<file path="src/design/fgcm_pkg.sv">
// Shared constants, codes, controller states and command/status types
// for the feature gallery cosine matcher. No dependencies.
package fgcm_pkg;

	// Sizes
	localparam int FEAT_MAX  = 1024;
	localparam int ENTRY_MAX = 64;
	localparam int ELEM_W    = 16;
	localparam int IDX_W     = $clog2(FEAT_MAX);
	localparam int POS_W     = IDX_W + 1;
	localparam int SLOT_W    = $clog2(ENTRY_MAX);
	localparam int CNT_W     = SLOT_W + 1;
	localparam int GAL_AW    = SLOT_W + IDX_W;
	localparam int GAL_DEPTH = ENTRY_MAX * FEAT_MAX;

	// Register port
	localparam int FLEN_W    = 11;
	localparam int LIMIT_W   = 7;
	localparam int CFG_W     = 11;
	localparam int CFG_IDX_W = 1;
	localparam logic [FLEN_W-1:0]  FLEN_RESET  = 11'd1024;
	localparam logic [LIMIT_W-1:0] LIMIT_RESET = 7'd64;
	localparam logic [FLEN_W-1:0]  FLEN_MAX_V  = 11'd1024;
	localparam logic [LIMIT_W-1:0] LIMIT_MAX_V = 7'd64;

	// Arithmetic widths
	localparam int SQ_W     = 2 * ELEM_W;
	localparam int NORM_W   = 42;
	localparam int ROOT_W   = 21;
	localparam int DOT_W    = 42;
	localparam int MAG_W    = 41;
	localparam int FRAC_W   = 15;
	localparam int NUM_W    = MAG_W + FRAC_W;
	localparam int QUO_W    = 22;
	localparam int DSH_W    = NORM_W + QUO_W;
	localparam int DCNT_W   = 5;
	localparam int SSUM_W   = 23;
	localparam int SIM_W    = 16;
	localparam int MAXS_W   = 15;

	// Item and result codes
	localparam logic [1:0] FUNC_STORE = 2'd0;
	localparam logic [1:0] FUNC_QUERY = 2'd1;
	localparam logic [1:0] FUNC_CLEAR = 2'd2;
	localparam logic [1:0] KIND_QUERY = 2'd0;
	localparam logic [1:0] KIND_STORE = 2'd1;
	localparam logic [1:0] KIND_CLEAR = 2'd2;

	// Register indexes
	localparam logic [CFG_IDX_W-1:0] REG_FLEN  = 1'b0;
	localparam logic [CFG_IDX_W-1:0] REG_LIMIT = 1'b1;

	typedef enum logic [4:0] {
		ST_IDLE,
		ST_PAD,
		ST_STORE_FIN,
		ST_Q_START,
		ST_Q_ROOT,
		ST_Q_CHECK,
		ST_Q_ENTRY,
		ST_Q_NORM,
		ST_Q_MAC,
		ST_Q_MUL,
		ST_Q_DIV,
		ST_Q_DIVWAIT,
		ST_Q_SIM,
		ST_AVG,
		ST_AVGWAIT,
		ST_AVGFIN,
		ST_EMIT
	} state_t;

	typedef struct packed {
		logic take;
		logic pad;
		logic store_fin;
		logic q_start;
		logic rq_latch;
		logic norm_rd;
		logic entry_start;
		logic mul;
		logic div_cos;
		logic sim;
		logic avg_start;
		logic avg_fin;
		logic emit;
	} cmd_t;

	typedef struct packed {
		logic pad_done;
		logic close_store;
		logic sqrt_busy;
		logic mac_busy;
		logic div_busy;
		logic den_zero;
		logic entries_left;
		logic count_zero;
		logic out_free;
	} sts_t;

endpackage

</file>
<file path="src/design/fgcm_ctrl.sv">
// Controller state machine: input handshake and sequencing of the
// datapath through store, pad, search and result phases. Depends on fgcm_pkg.
module fgcm_ctrl (
	input  logic              clk,
	input  logic              arst_n,
	input  logic              in_valid,
	input  logic [1:0]        func,
	input  logic              last_element,
	input  fgcm_pkg::sts_t    sts,
	output logic              in_stall,
	output fgcm_pkg::cmd_t    cmd
);

	fgcm_pkg::state_t state_q;
	fgcm_pkg::state_t state_d;

	always_ff @(posedge clk or negedge arst_n) begin
		if (!arst_n) begin
			state_q <= fgcm_pkg::ST_IDLE;
		end else begin
			state_q <= state_d;
		end
	end

	assign in_stall = (state_q != fgcm_pkg::ST_IDLE);

	// Next state and commands
	always_comb begin
		state_d = state_q;
		cmd     = '0;
		unique case (state_q)
			fgcm_pkg::ST_IDLE: begin
				if (in_valid) begin
					cmd.take = 1'b1;
					if (func == fgcm_pkg::FUNC_CLEAR) begin
						state_d = fgcm_pkg::ST_EMIT;
					end else if ((func == fgcm_pkg::FUNC_STORE ||
						func == fgcm_pkg::FUNC_QUERY) && last_element) begin
						state_d = fgcm_pkg::ST_PAD;
					end
				end
			end
			fgcm_pkg::ST_PAD: begin
				if (sts.pad_done) begin
					state_d = sts.close_store ? fgcm_pkg::ST_STORE_FIN
						: fgcm_pkg::ST_Q_START;
				end else begin
					cmd.pad = 1'b1;
				end
			end
			fgcm_pkg::ST_STORE_FIN: begin
				cmd.store_fin = 1'b1;
				state_d = fgcm_pkg::ST_EMIT;
			end
			fgcm_pkg::ST_Q_START: begin
				cmd.q_start = 1'b1;
				state_d = fgcm_pkg::ST_Q_ROOT;
			end
			fgcm_pkg::ST_Q_ROOT: begin
				if (!sts.sqrt_busy) begin
					cmd.rq_latch = 1'b1;
					state_d = fgcm_pkg::ST_Q_CHECK;
				end
			end
			fgcm_pkg::ST_Q_CHECK: begin
				state_d = sts.entries_left ? fgcm_pkg::ST_Q_ENTRY : fgcm_pkg::ST_AVG;
			end
			fgcm_pkg::ST_Q_ENTRY: begin
				cmd.norm_rd = 1'b1;
				state_d = fgcm_pkg::ST_Q_NORM;
			end
			fgcm_pkg::ST_Q_NORM: begin
				cmd.entry_start = 1'b1;
				state_d = fgcm_pkg::ST_Q_MAC;
			end
			fgcm_pkg::ST_Q_MAC: begin
				if (!sts.sqrt_busy && !sts.mac_busy) begin
					state_d = fgcm_pkg::ST_Q_MUL;
				end
			end
			fgcm_pkg::ST_Q_MUL: begin
				cmd.mul = 1'b1;
				state_d = fgcm_pkg::ST_Q_DIV;
			end
			fgcm_pkg::ST_Q_DIV: begin
				if (sts.den_zero) begin
					state_d = fgcm_pkg::ST_Q_SIM;
				end else begin
					cmd.div_cos = 1'b1;
					state_d = fgcm_pkg::ST_Q_DIVWAIT;
				end
			end
			fgcm_pkg::ST_Q_DIVWAIT: begin
				if (!sts.div_busy) begin
					state_d = fgcm_pkg::ST_Q_SIM;
				end
			end
			fgcm_pkg::ST_Q_SIM: begin
				cmd.sim = 1'b1;
				state_d = fgcm_pkg::ST_Q_CHECK;
			end
			fgcm_pkg::ST_AVG: begin
				if (sts.count_zero) begin
					state_d = fgcm_pkg::ST_AVGFIN;
				end else begin
					cmd.avg_start = 1'b1;
					state_d = fgcm_pkg::ST_AVGWAIT;
				end
			end
			fgcm_pkg::ST_AVGWAIT: begin
				if (!sts.div_busy) begin
					state_d = fgcm_pkg::ST_AVGFIN;
				end
			end
			fgcm_pkg::ST_AVGFIN: begin
				cmd.avg_fin = 1'b1;
				state_d = fgcm_pkg::ST_EMIT;
			end
			fgcm_pkg::ST_EMIT: begin
				if (sts.out_free) begin
					cmd.emit = 1'b1;
					state_d = fgcm_pkg::ST_IDLE;
				end
			end
			default: begin
				state_d = fgcm_pkg::ST_IDLE;
			end
		endcase
	end

endmodule

</file>
<file path="config.mk">
export PLATFORM = sky130hd
export DESIGN_NAME = fgcm_ctrl
export DESIGN_NICKNAME = d
export VERILOG_FILES = /design/src/design/fgcm_pkg.sv /design/src/design/fgcm_ctrl.sv
export SDC_FILE = /design/constraint.sdc
export NUM_CORES = 1
export LEC_CHECK = 0
export BUFFER_PORTS_ARGS = -buffer_cell sky130_fd_sc_hd__buf_2
export CORE_MARGIN = 5
export CORE_UTILIZATION = 40
export DETAILED_ROUTE_END_ITERATION = 10
export PLACE_DENSITY = 0.69
export SYNTH_ARGS = -nofsm -noshare
export SYNTH_HDL_FRONTEND = slang
export SYNTH_SLANG_ARGS = --single-unit
</file>
<file path="constraint.sdc">
create_clock -name clk -period 1.71 [get_ports clk]
set_clock_uncertainty 0.05 [all_clocks]
set_input_delay 0.342 -clock clk [delete_from_list [all_inputs] [get_ports clk]]
set_output_delay 0.342 -clock clk [all_outputs]
set_load 0.05 [all_outputs]
</file>
# Word-level counts from Yosys, hierarchy flattened
# Index checks and enable logic that the tools add are counted.
dict set report totals {
  regBits 5
  inputBits 15
}
dict set report op_classes {
  n_eq_ne 26
  n_mux 33
  n_reduce_logical 10
}
# operator count
set ops {}
lappend ops {{$pmux W5 S16} 1}
lappend ops {{$mux W5} 9}
lappend ops {{$eq A5 B4 Y1 const B} 8}
lappend ops {{$mux W1} 21}
lappend ops {{$eq A5 B3 Y1 const B} 4}
lappend ops {{$ne A2 B2 Y1 const B} 7}
lappend ops {{$eq A5 B2 Y1 const B} 2}
lappend ops {{$reduce_and A8 Y1} 1}
lappend ops {{$eq A5 B1 Y1 const B} 1}
lappend ops {{$eq A5 B5 Y1 const B} 1}
lappend ops {{$logic_not A5 Y1} 1}
lappend ops {{$reduce_bool A5 Y1} 1}
lappend ops {{$mux W4} 1}
lappend ops {{$mux W3} 1}
lappend ops {{$ne A3 B3 Y1 const B} 1}
lappend ops {{$eq A2 B1 Y1 const B} 1}
lappend ops {{$eq A2 B2 Y1 const B} 1}
lappend ops {{$logic_and A1 B1 Y1} 2}
lappend ops {{$logic_not A1 Y1} 2}
lappend ops {{$logic_not A2 Y1} 1}
lappend ops {{$reduce_or A2 Y1} 1}
lappend ops {{$logic_or A1 B1 Y1} 1}

# Depth between registers and ports, before layout
# Gate-level depths: netlist of run 1.
dict set report logic_depth {
  ltp_word 7
  ltp_mapped 7
}

# Worst setup path after synthesis of run 1
# No wires, ideal clock.
dict set report synth_timing {
  kind {reg-to-output}
  start {register state_q[2]}
  end {output cmd[4] (netlist name)}
  arrival_time_ns 2.432
  t_required_ns 1.318
  setup_slack_ns -1.114
  path_stages_with_launch 5
  path_buffers 2
  cell_sequence {dfrtp_1 -> buf_6 -> clkbuf_1 -> nor2_1 -> nor4b_1}
}
# element line_no
set synth_lines {}
lappend synth_lines {{start: declaration} fgcm_ctrl.sv:14} ;# fgcm_pkg::state_t state_q;
lappend synth_lines {{start signal: assignment} fgcm_ctrl.sv:19} ;# state_q <= fgcm_pkg::ST_IDLE;
lappend synth_lines {{start signal: assignment} fgcm_ctrl.sv:21} ;# state_q <= state_d;
lappend synth_lines {{end: declaration} fgcm_ctrl.sv:11} ;# output fgcm_pkg::cmd_t cmd

# Worst setup path after layout of run 1
dict set report layout_timing {
  start {register state_q[2]}
  end {register state_q[0]}
}
dict set report layout_between {
  elab_chain_cells 3
  elab_cells_between_ends 28
  cone_classes {eq/ne (24); mux (1); reduce/logical (3)}
}
# element line_no
set layout_lines {}
lappend layout_lines {{$eq A5 B4 Y1, or another cell as far along} fgcm_ctrl.sv:31} ;# unique case (state_q)
lappend layout_lines {{$reduce_or A2 Y1 (no line), or another cell as far along} n/a}
lappend layout_lines {{$pmux W5 S16 or $reduce_and A8 Y1 (tied branches)} n/a}
# Parallel ways exist; a longest one is shown, timed or not.
# A chain may end at the register's enable or synchronous reset.

==> impl_metrics.prom, run 1 <==
# TYPE chip_impl_metric gauge
chip_impl_info{name="outcome",value="finished, violations left"} 1
chip_impl_info{name="violated_checks",value="negative setup slack"} 1
chip_impl_metric{name="cellPowerDensity",unit="nW/µm²"} 2230
chip_impl_metric{name="crit_path_max_incr_delay",unit="ns"} 0.43
chip_impl_metric{name="max_cap_violations",unit=""} 0
chip_impl_metric{name="grt_antenna_before_repair",unit=""} 0
chip_impl_metric{name="power_leakage",unit="nW"} 0.616
chip_impl_metric{name="placedInstanceArea",unit="µm²"} 1050
chip_impl_metric{name="area_growth_syn_to_layout",unit="%"} 128
chip_impl_metric{name="maxSlewHeadroom",unit="%"} 79.6
chip_impl_metric{name="aggregate_negative_setup_slack",unit="ns"} -2.73
chip_impl_metric{name="worst_setup_hold_path_clk_slew",unit="ns"} 0.06
chip_impl_metric{name="cts.htree.levels",unit=""} 1
chip_impl_info{name="layout_commonest_cell",value="sky130_fd_sc_hd__buf_6"} 1
chip_impl_metric{name="drt_drc_violations_left",unit=""} 0
chip_impl_metric{name="grt_pass1_vias",unit=""} 985
chip_impl_metric{name="largest_register_ffs",unit=""} 5
chip_impl_info{name="cpLargestDelayFamily",value="simple AND/OR/NAND/NOR gates"} 1
chip_impl_metric{name="fp.dieArea",unit="µm²"} 2430
chip_impl_metric{name="setup_ws",unit="ns"} -0.247
chip_impl_metric{name="grt_max_degree",unit=""} 15
chip_impl_metric{name="final_max_slew_viol_count",unit=""} 0
chip_impl_metric{name="diodes",unit=""} 0
chip_impl_info{name="rsz0062_at_grt",value="true"} 1
chip_impl_metric{name="drtAntennaViolNets",unit=""} 0
chip_impl_metric{name="ys_seq_elements",unit=""} 5
chip_impl_info{name="critPathKind",value="reg -> reg"} 1
chip_impl_info{name="worst_setup_path_start_kind",value="flip-flop"} 1
chip_impl_metric{name="crit_share_post_route",unit="%"} 114
chip_impl_metric{name="starting_density_of_the_core",unit="%"} 41.4
chip_impl_metric{name="die_x_extent",unit="µm"} 49.3
chip_impl_metric{name="synth_fp_nets",unit=""} 99
chip_impl_metric{name="vdd_drop_max",unit="mV"} 1.80
chip_impl_info{name="regMostFlops",value="state_q"} 1
chip_impl_metric{name="grtUsageTotal",unit="%"} 25.7
chip_impl_info{name="holdCritPathClass",value="in -> reg"} 1
chip_impl_metric{name="critical_path_arrival",unit="ns"} 2.04
chip_impl_info{name="flip_flop_cell_with_the_highest_count_after_synthesis",value="sky130_fd_sc_hd__dfrtp_1"} 1
chip_impl_metric{name="required",unit="ns"} 1.80
chip_impl_metric{name="totalWireLength",unit="µm"} 3910
chip_impl_metric{name="synth_async_sr_flop_share",unit="%"} 100
chip_impl_metric{name="chipHeight",unit="µm"} 49.3
chip_impl_metric{name="report.final.hold_viol_count",unit=""} 0
chip_impl_metric{name="detailedRoute.firstPassIterationCount",unit=""} 5
chip_impl_metric{name="setup_violations",unit=""} 18
chip_impl_info{name="tritoncts",value="yes"} 1
chip_impl_metric{name="place.detailed.hpwl",unit="µm"} 1690
chip_impl_metric{name="synth.cell_area",unit="µm²"} 617
chip_impl_metric{name="overflow",unit=""} 0
chip_impl_metric{name="finalWorstPathRequiredPeriod",unit="ns"} 1.96
chip_impl_metric{name="num-nets-final",unit=""} 160
chip_impl_info{name="reg_top3",value="state_q: 5 flops"} 1
chip_impl_metric{name="buffer_ports.inserted",unit=""} 28
chip_impl_metric{name="tightest_slew",unit="ns"} 0.306
chip_impl_info{name="worstPathCellList",value="or3_4 -> nor4_4 -> o21ai_2 -> nand4b_4 -> mux2_4"} 1
chip_impl_metric{name="insertion_delay",unit="ns"} 0.27
chip_impl_metric{name="portion_of_the_post_synthesis_area_used_by_sequential_elements",unit="%"} 20.3
chip_impl_metric{name="io_pins",unit=""} 29
chip_impl_info{name="most-common-layout-cells",value="sky130_fd_sc_hd__buf_6 (25), sky130_fd_sc_hd__buf_4 (20), sky130_fd_sc_hd__buf_2 (15)"} 1
chip_impl_metric{name="yosys_warnings",unit=""} 0
chip_impl_metric{name="route.vias.total",unit=""} 1037
chip_impl_info{name="cts_root_buffer",value="sky130_fd_sc_hd__clkbuf_4"} 1
chip_impl_metric{name="utilization",unit="%"} 94.6
chip_impl_metric{name="numClockSinks",unit=""} 5
chip_impl_metric{name="hold_ws",unit="ns"} 0.310
chip_impl_metric{name="synth_area_per_inst",unit="µm²"} 7.34
chip_impl_metric{name="drt_iter0_drc",unit=""} 51
chip_impl_metric{name="cp.buffers_inverters",unit=""} 0
chip_impl_metric{name="gp_congestion",unit=""} 0.835
chip_impl_metric{name="numCtsBuffers",unit=""} 3
chip_impl_metric{name="fillcell_total",unit=""} 45
chip_impl_metric{name="routedWlPerCell",unit="µm"} 24.5
chip_impl_metric{name="synth-edff-count",unit=""} 0
chip_impl_metric{name="max_clock_freq",unit="MHz"} 511
chip_impl_metric{name="syn_inst",unit=""} 84
chip_impl_metric{name="final_standard_cell_area_without_fillers",unit="µm²"} 1410
chip_impl_info{name="worst_setup_path_end_kind",value="flip-flop"} 1
chip_impl_info{name="slowest_stage",value="sky130_fd_sc_hd__dfrtp_1"} 1
chip_impl_metric{name="coreArea",unit="µm²"} 1490
chip_impl_metric{name="grt_first_pass_wirelength",unit="µm"} 4690
chip_impl_metric{name="final_layout_size_suffix_gt1_share",unit="%"} 69.4
chip_impl_metric{name="routed_via_density",unit=""} 6.48
chip_impl_metric{name="cts-root-to-sink-buffers",unit=""} 2
chip_impl_metric{name="row_count",unit=""} 14
chip_impl_metric{name="cp_max_fo",unit=""} 5
chip_impl_metric{name="synth_cell_type_count",unit=""} 34
[final timing paths]
check                      slack, ns                     end              startpoint  cells past startpoint
setup / recovery               -0.25  state_q[0]$_DFFE_PN0P_  state_q[2]$_DFFE_PN0P_                      5
hold / removal                  0.31  state_q[4]$_DFFE_PN0P_                  sts[0]                      2
setup reg to reg               -0.25  state_q[0]$_DFFE_PN0P_  state_q[2]$_DFFE_PN0P_                      5
hold reg to reg                 0.61  state_q[3]$_DFFE_PN0P_  state_q[4]$_DFFE_PN0P_                      2
max in group asynchronous       1.08  state_q[0]$_DFFE_PN0P_                  arst_n                      2
min in group asynchronous       0.37  state_q[2]$_DFFE_PN0P_                  arst_n                      2
[power by group]
group / internal [mW] / total (mW) / switching, mW
clock: 0.0894 / 0.157 / 0.0674
sequential: 0.180 / 0.257 / 0.0766
combinational: 1.28 / 2.72 / 1.45
total: 1.55 / 3.14 / 1.59
[layout make-up]
type | count | area [µm²] | area share, %
Tap cell | 16 | 20.0 | 1.42
Timing Repair Buffer | 64 | 567 | 40.2
Sequential cell | 5 | 128 | 9.06
Clock buffer | 4 | 26.3 | 1.87
Inverter | 3 | 13.8 | 0.977
Multi-Input combinational cell | 68 | 654 | 46.4
[logic make-up after synthesis]
logic type	synth area share, %
flip-flops	20.3
AND/OR/NAND/NOR	41.2
buffers and inverters	9.33
multiplexers	4.87
AO/OA/AOI/OAI	24.3
[synth_stat cells, types with 2 or more instances]
cell | number | share of area, %
sky130_fd_sc_hd__inv_1 | 3 | 1.8
sky130_fd_sc_hd__a21o_1 | 2 | 2.4
sky130_fd_sc_hd__nand2_1 | 8 | 4.9
sky130_fd_sc_hd__mux2_4 | 2 | 4.9
sky130_fd_sc_hd__a21oi_1 | 6 | 4.9
sky130_fd_sc_hd__nor2_1 | 11 | 6.7
sky130_fd_sc_hd__buf_1 | 2 | 1.2
sky130_fd_sc_hd__o21ai_0 | 3 | 2.4
sky130_fd_sc_hd__dfrtp_1 | 5 | 20
sky130_fd_sc_hd__o32ai_1 | 2 | 2.8
sky130_fd_sc_hd__clkbuf_1 | 3 | 1.8
sky130_fd_sc_hd__buf_6 | 2 | 3.7
sky130_fd_sc_hd__nor3_1 | 10 | 8.1
sky130_fd_sc_hd__nand3_1 | 2 | 1.6
sky130_fd_sc_hd__nand2b_1 | 4 | 4.1
[per-stage QoR]
step	power, mW	worst slack, ns	cells
floorplan	1.61	-0.244	84
global placement	2.07	-0.0626	143
detailed placement	2.11	-0.129	143
CTS	2.77	-0.136	156
global route	3.26	-0.296	160
finish	3.14	-0.247	160
[routing by layer]
layer / track usage (%) / part of all wire (%)
met5: 0 / 0
met4: 12.1 / 5.4
met2: 46.6 / 50
met1: 28.8 / 35
met3: 3.36 / 9.9
[worst register-to-register path: stages (launching register included)]
cell	delay (ns)
sky130_fd_sc_hd__dfrtp_1	0.43
sky130_fd_sc_hd__or3_4	0.44
sky130_fd_sc_hd__nor4_4	0.33
sky130_fd_sc_hd__o21ai_2	0.13
sky130_fd_sc_hd__nand4b_4	0.13
sky130_fd_sc_hd__mux2_4	0.32
[repair_timing]
| item | 4_1_cts | 5_1_grt |
|---|---|---|
| hold endpoints to repair | 5 | 0 |
| hold buffers | 1 | 0 |
| pin swaps | 10 | 7 |
| gates resized for setup | 52 | 8 |
| setup buffers | 8 | 5 |
| setup endpoints to repair | 18 | 18 |
Power figures use the tool's default switching activity.
==> run 2: changes to the inputs <==
--- a/config.mk
+++ b/config.mk
@@ -5,11 +5,12 @@
 export SDC_FILE = /design/constraint.sdc
 export NUM_CORES = 1
 export LEC_CHECK = 0
+export ABC_AREA = 1
 export BUFFER_PORTS_ARGS = -buffer_cell sky130_fd_sc_hd__buf_2
 export CORE_MARGIN = 5
-export CORE_UTILIZATION = 40
+export CORE_UTILIZATION = 41
 export DETAILED_ROUTE_END_ITERATION = 10
-export PLACE_DENSITY = 0.69
+export PLACE_DENSITY = 0.7
 export SYNTH_ARGS = -nofsm -noshare
 export SYNTH_HDL_FRONTEND = slang
 export SYNTH_SLANG_ARGS = --single-unit
==> impl_metrics.prom, run 2 <==
# TYPE chip_impl_metric gauge
chip_impl_metric{name="gp_congestion",unit=""} 0.904
chip_impl_metric{name="vdd_drop_max",unit="mV"} 1.40
chip_impl_info{name="post-synth-top-area-cell",value="sky130_fd_sc_hd__nand2_1"} 1
chip_impl_metric{name="crit_path_max_incr_delay",unit="ns"} 0.46
chip_impl_info{name="cts_root_buffer",value="sky130_fd_sc_hd__clkbuf_4"} 1
chip_impl_info{name="regMostFlops",value="state_q"} 1
chip_impl_metric{name="synth_top_area_share",unit="%"} 21.8
chip_impl_metric{name="routedWlPerCell",unit="µm"} 13.7
chip_impl_metric{name="grt_pass1_vias",unit=""} 933
chip_impl_metric{name="routed_via_density",unit=""} 5.28
chip_impl_metric{name="route.vias.total",unit=""} 1003
chip_impl_metric{name="placedInstanceArea",unit="µm²"} 925
chip_impl_info{name="most-common-layout-cells",value="sky130_fd_sc_hd__nand2_1 (32), sky130_fd_sc_hd__buf_4 (18), sky130_fd_sc_hd__nor2_1 (15), sky130_fd_sc_hd__inv_1 (15), sky130_fd_sc_hd__buf_2 (14)"} 1
chip_impl_metric{name="worst_setup_hold_path_clk_slew",unit="ns"} 0.04
chip_impl_metric{name="max_clock_freq",unit="MHz"} 568
chip_impl_metric{name="cts-root-to-sink-buffers",unit=""} 2
chip_impl_metric{name="synth-edff-count",unit=""} 0
chip_impl_metric{name="required",unit="ns"} 1.32
chip_impl_metric{name="r2r_setup_slack",unit="ns"} 0.15
chip_impl_metric{name="grt_max_degree",unit=""} 8
chip_impl_info{name="critPathKind",value="reg -> out"} 1
chip_impl_metric{name="cellPowerDensity",unit="nW/µm²"} 1790
chip_impl_metric{name="syn_inst",unit=""} 125
chip_impl_info{name="holdCritPathClass",value="in -> reg"} 1
chip_impl_metric{name="numClockSinks",unit=""} 5
chip_impl_metric{name="chipHeight",unit="µm"} 49.9
chip_impl_metric{name="report.final.hold_viol_count",unit=""} 0
chip_impl_metric{name="pre_cts_slack",unit="ns"} -0.00331
chip_impl_metric{name="grt_first_pass_wirelength",unit="µm"} 3950
chip_impl_info{name="setup.worst_path.start",value="state_q[3]$_DFFE_PN0P_"} 1
chip_impl_metric{name="place.detailed.hpwl",unit="µm"} 1860
chip_impl_info{name="worst_setup_path_start_kind",value="flip-flop"} 1
chip_impl_metric{name="seq_area",unit="µm²"} 130
chip_impl_metric{name="synth_cell_type_count",unit=""} 16
chip_impl_metric{name="area_growth_syn_to_layout",unit="%"} 81.0
chip_impl_metric{name="synth_fp_nets",unit=""} 140
chip_impl_metric{name="max_cap_violations",unit=""} 0
chip_impl_metric{name="dp_cells",unit=""} 177
chip_impl_metric{name="critical_path_arrival",unit="ns"} 1.37
chip_impl_metric{name="starting_density_of_the_core",unit="%"} 43.4
chip_impl_metric{name="detailedRoute.firstPassIterationCount",unit=""} 4
chip_impl_metric{name="p_int",unit="µW"} 907
chip_impl_info{name="cpLargestDelayFamily",value="simple AND/OR/NAND/NOR gates"} 1
chip_impl_info{name="tritoncts",value="yes"} 1
chip_impl_info{name="r2r_end",value="state_q[4]$_DFFE_PN0P_"} 1
chip_impl_metric{name="fillcell_total",unit=""} 113
chip_impl_metric{name="drtAntennaViolNets",unit=""} 0
chip_impl_metric{name="utilization",unit="%"} 78.5
chip_impl_metric{name="overflow",unit=""} 0
chip_impl_metric{name="cp.buffers_inverters",unit=""} 1
chip_impl_metric{name="cts.htree.levels",unit=""} 1
chip_impl_metric{name="num-nets-final",unit=""} 190
chip_impl_info{name="layout_commonest_cell",value="sky130_fd_sc_hd__nand2_1"} 1
chip_impl_info{name="post_synth_most_frequent_cells",value="sky130_fd_sc_hd__nand2_1 (38), sky130_fd_sc_hd__nor2_1 (26), sky130_fd_sc_hd__inv_1 (19), sky130_fd_sc_hd__nor3_1 (8)"} 1
chip_impl_metric{name="ff2ff_path_depth",unit=""} 11
chip_impl_metric{name="setup_ws",unit="ns"} -0.0521
chip_impl_metric{name="drt_iter0_drc",unit=""} 32
chip_impl_metric{name="setup_violations",unit=""} 7
chip_impl_metric{name="power_frac_seq",unit="%"} 13.1
chip_impl_metric{name="multiInputGateArea",unit="µm²"} 566
chip_impl_metric{name="numCtsBuffers",unit=""} 3
chip_impl_metric{name="die_x_extent",unit="µm"} 49.9
chip_impl_metric{name="crit_share_post_route",unit="%"} 103
chip_impl_metric{name="grt_antenna_before_repair",unit=""} 0
chip_impl_metric{name="row_count",unit=""} 14
chip_impl_info{name="rsz0062_at_grt",value="true"} 1
chip_impl_metric{name="totalWireLength",unit="µm"} 2600
chip_impl_metric{name="fp.dieArea",unit="µm²"} 2490
chip_impl_metric{name="finalWorstPathRequiredPeriod",unit="ns"} 1.76
chip_impl_metric{name="combPwrFrac",unit="%"} 80.3
chip_impl_info{name="outcome",value="finished, violations left"} 1
chip_impl_metric{name="synth_area_per_inst",unit="µm²"} 5.23
chip_impl_metric{name="io_pins",unit=""} 29
chip_impl_info{name="worst_hold_startpoint",value="sts[4]"} 1
chip_impl_metric{name="insertion_delay",unit="ns"} 0.24
chip_impl_info{name="worst_setup_path_end_kind",value="output port"} 1
chip_impl_metric{name="maxSlewHeadroom",unit="%"} 81.3
chip_impl_metric{name="p_sw",unit="mW"} 1.21
chip_impl_metric{name="ys_seq_elements",unit=""} 5
chip_impl_metric{name="synth.cell_area",unit="µm²"} 653
chip_impl_info{name="reg_top3",value="state_q: 5 flops"} 1
chip_impl_metric{name="coreArea",unit="µm²"} 1510
chip_impl_metric{name="diodes",unit=""} 0
chip_impl_metric{name="cp_max_fo",unit=""} 6
chip_impl_metric{name="critical_path_cell_count",unit=""} 4
chip_impl_metric{name="portion_of_the_post_synthesis_area_used_by_sequential_elements",unit="%"} 19.2
chip_impl_metric{name="instances_no_fill",unit=""} 190
chip_impl_info{name="endpoint",value="cmd[9]"} 1
chip_impl_metric{name="swShare",unit="%"} 57.2
chip_impl_info{name="yosys.cell_count.top_type",value="sky130_fd_sc_hd__nand2_1"} 1
chip_impl_metric{name="clock_power_share",unit="%"} 6.6
chip_impl_info{name="violated_checks",value="negative setup slack"} 1
chip_impl_metric{name="synth_async_sr_flop_share",unit="%"} 100
chip_impl_metric{name="final_layout_size_suffix_gt1_share",unit="%"} 49.4
chip_impl_metric{name="aggregate_negative_setup_slack",unit="ns"} -0.140
chip_impl_info{name="flip_flop_cell_with_the_highest_count_after_synthesis",value="sky130_fd_sc_hd__dfrtp_1"} 1
chip_impl_info{name="worstPathCellList",value="nor2_4 -> nand2_2 -> nor2_2 -> buf_6"} 1
chip_impl_metric{name="largest_register_ffs",unit=""} 5
chip_impl_metric{name="final_max_slew_viol_count",unit=""} 0
chip_impl_info{name="crit-reg2reg-launch",value="state_q[2]$_DFFE_PN0P_"} 1
chip_impl_metric{name="tightest_slew",unit="ns"} 0.281
chip_impl_metric{name="buffer_ports.inserted",unit=""} 28
chip_impl_metric{name="grtUsageTotal",unit="%"} 20.6
chip_impl_metric{name="final_standard_cell_area_without_fillers",unit="µm²"} 1180
chip_impl_metric{name="yosys_warnings",unit=""} 0
chip_impl_metric{name="drt_drc_violations_left",unit=""} 0
chip_impl_metric{name="power_leakage",unit="nW"} 0.654
chip_impl_info{name="synthTopCellsByArea",value="sky130_fd_sc_hd__nand2_1 (22%), sky130_fd_sc_hd__dfrtp_1 (19%), sky130_fd_sc_hd__nor2_1 (15%), sky130_fd_sc_hd__inv_1 (11%), sky130_fd_sc_hd__nor3_1 (6.1%)"} 1
chip_impl_info{name="slowest_stage",value="sky130_fd_sc_hd__dfrtp_2"} 1
-- run 2: cell types whose count changed after synthesis, moves of 3 or more --
cell / before / now
sky130_fd_sc_hd__inv_1: 3 / 19
sky130_fd_sc_hd__nor2_1: 11 / 26
sky130_fd_sc_hd__nand2_1: 8 / 38
sky130_fd_sc_hd__nand4_1: 1 / 6
sky130_fd_sc_hd__clkbuf_1: 3 / 0
sky130_fd_sc_hd__a21oi_1: 6 / 3
sky130_fd_sc_hd__nor2_2: 0 / 3
sky130_fd_sc_hd__nand2b_1: 4 / 0
sky130_fd_sc_hd__nand3_1: 2 / 6
-- run 2: worst min-delay path, cell delays in order --
cell                      delay (ns)
sky130_fd_sc_hd__buf_2          0.10
sky130_fd_sc_hd__nand2_1        0.06
sky130_fd_sc_hd__nand2_1        0.06
-- run 2: cell families (layout without fill, tap and decap cells) --
kind of cell    count (synthesis)  after routing  share of synthesized area (%)
flops                           5              5                           19.2
simple gates                   91             91                           60.7
buf+inv                        21             70                           13.2
compound gates                  8              8                           6.89
-- run 2: power groups by stage --
stage | logic (mW) | registers [mW] | clock network, mW
floorplan | 0.966 | 0.226 | 0
global placement | 1.35 | 0.232 | 0
detailed placement | 1.34 | 0.236 | 0
CTS | 1.49 | 0.264 | 0.145
global route | 1.83 | 0.291 | 0.158
finish | 1.70 | 0.278 | 0.139
-- run 2: how the worst min path moves through the flow --
stage                                  end  slack [ns]  cells past startpoint
floorplan           state_q[0]$_DFFE_PN0P_      -0.004                      0
global placement    state_q[3]$_DFFE_PN0P_        0.11                      1
detailed placement  state_q[3]$_DFFE_PN0P_        0.11                      1
CTS                 state_q[1]$_DFFE_PN0P_        0.29                      3
global route        state_q[1]$_DFFE_PN0P_        0.32                      3
finish              state_q[1]$_DFFE_PN0P_        0.30                      3
-- run 2: area by class of cell --
type	instances	share of cell area, %
clock buffer	4	2.22
inverter	20	6.35
multi-input combinational	99	47.8
sequential	5	11.0
tap	16	1.69
timing repair buffer	46	30.9
-- run 2: timing repair --
item	CTS	global route
setup endpoints to repair	14	16
hold endpoints to repair	5	0
hold buffers	1	0
pin swaps	2	3
setup buffers	2	6
resized for setup	38	17
-- run 2: routing by layer --
metal	wire (µm)	track usage, %	part of all wire (%)	up-vias
met5	0	0	0	-
met4	68	10.5	2.6	0
met3	175	4.52	6.7	8
met2	1310	32.8	50	49
met1	1050	25.7	40	450
li1	-	-	-	496
-- run 2: metrics by stage --
step	hold WS [ns]	total power, mW
3_5_place_dp	0.108	1.58
3_3_place_gp	0.106	1.58
4_1_cts	0.294	1.90
2_1_floorplan	-0.00359	1.19
6_report	0.304	2.12
5_1_grt	0.323	2.28
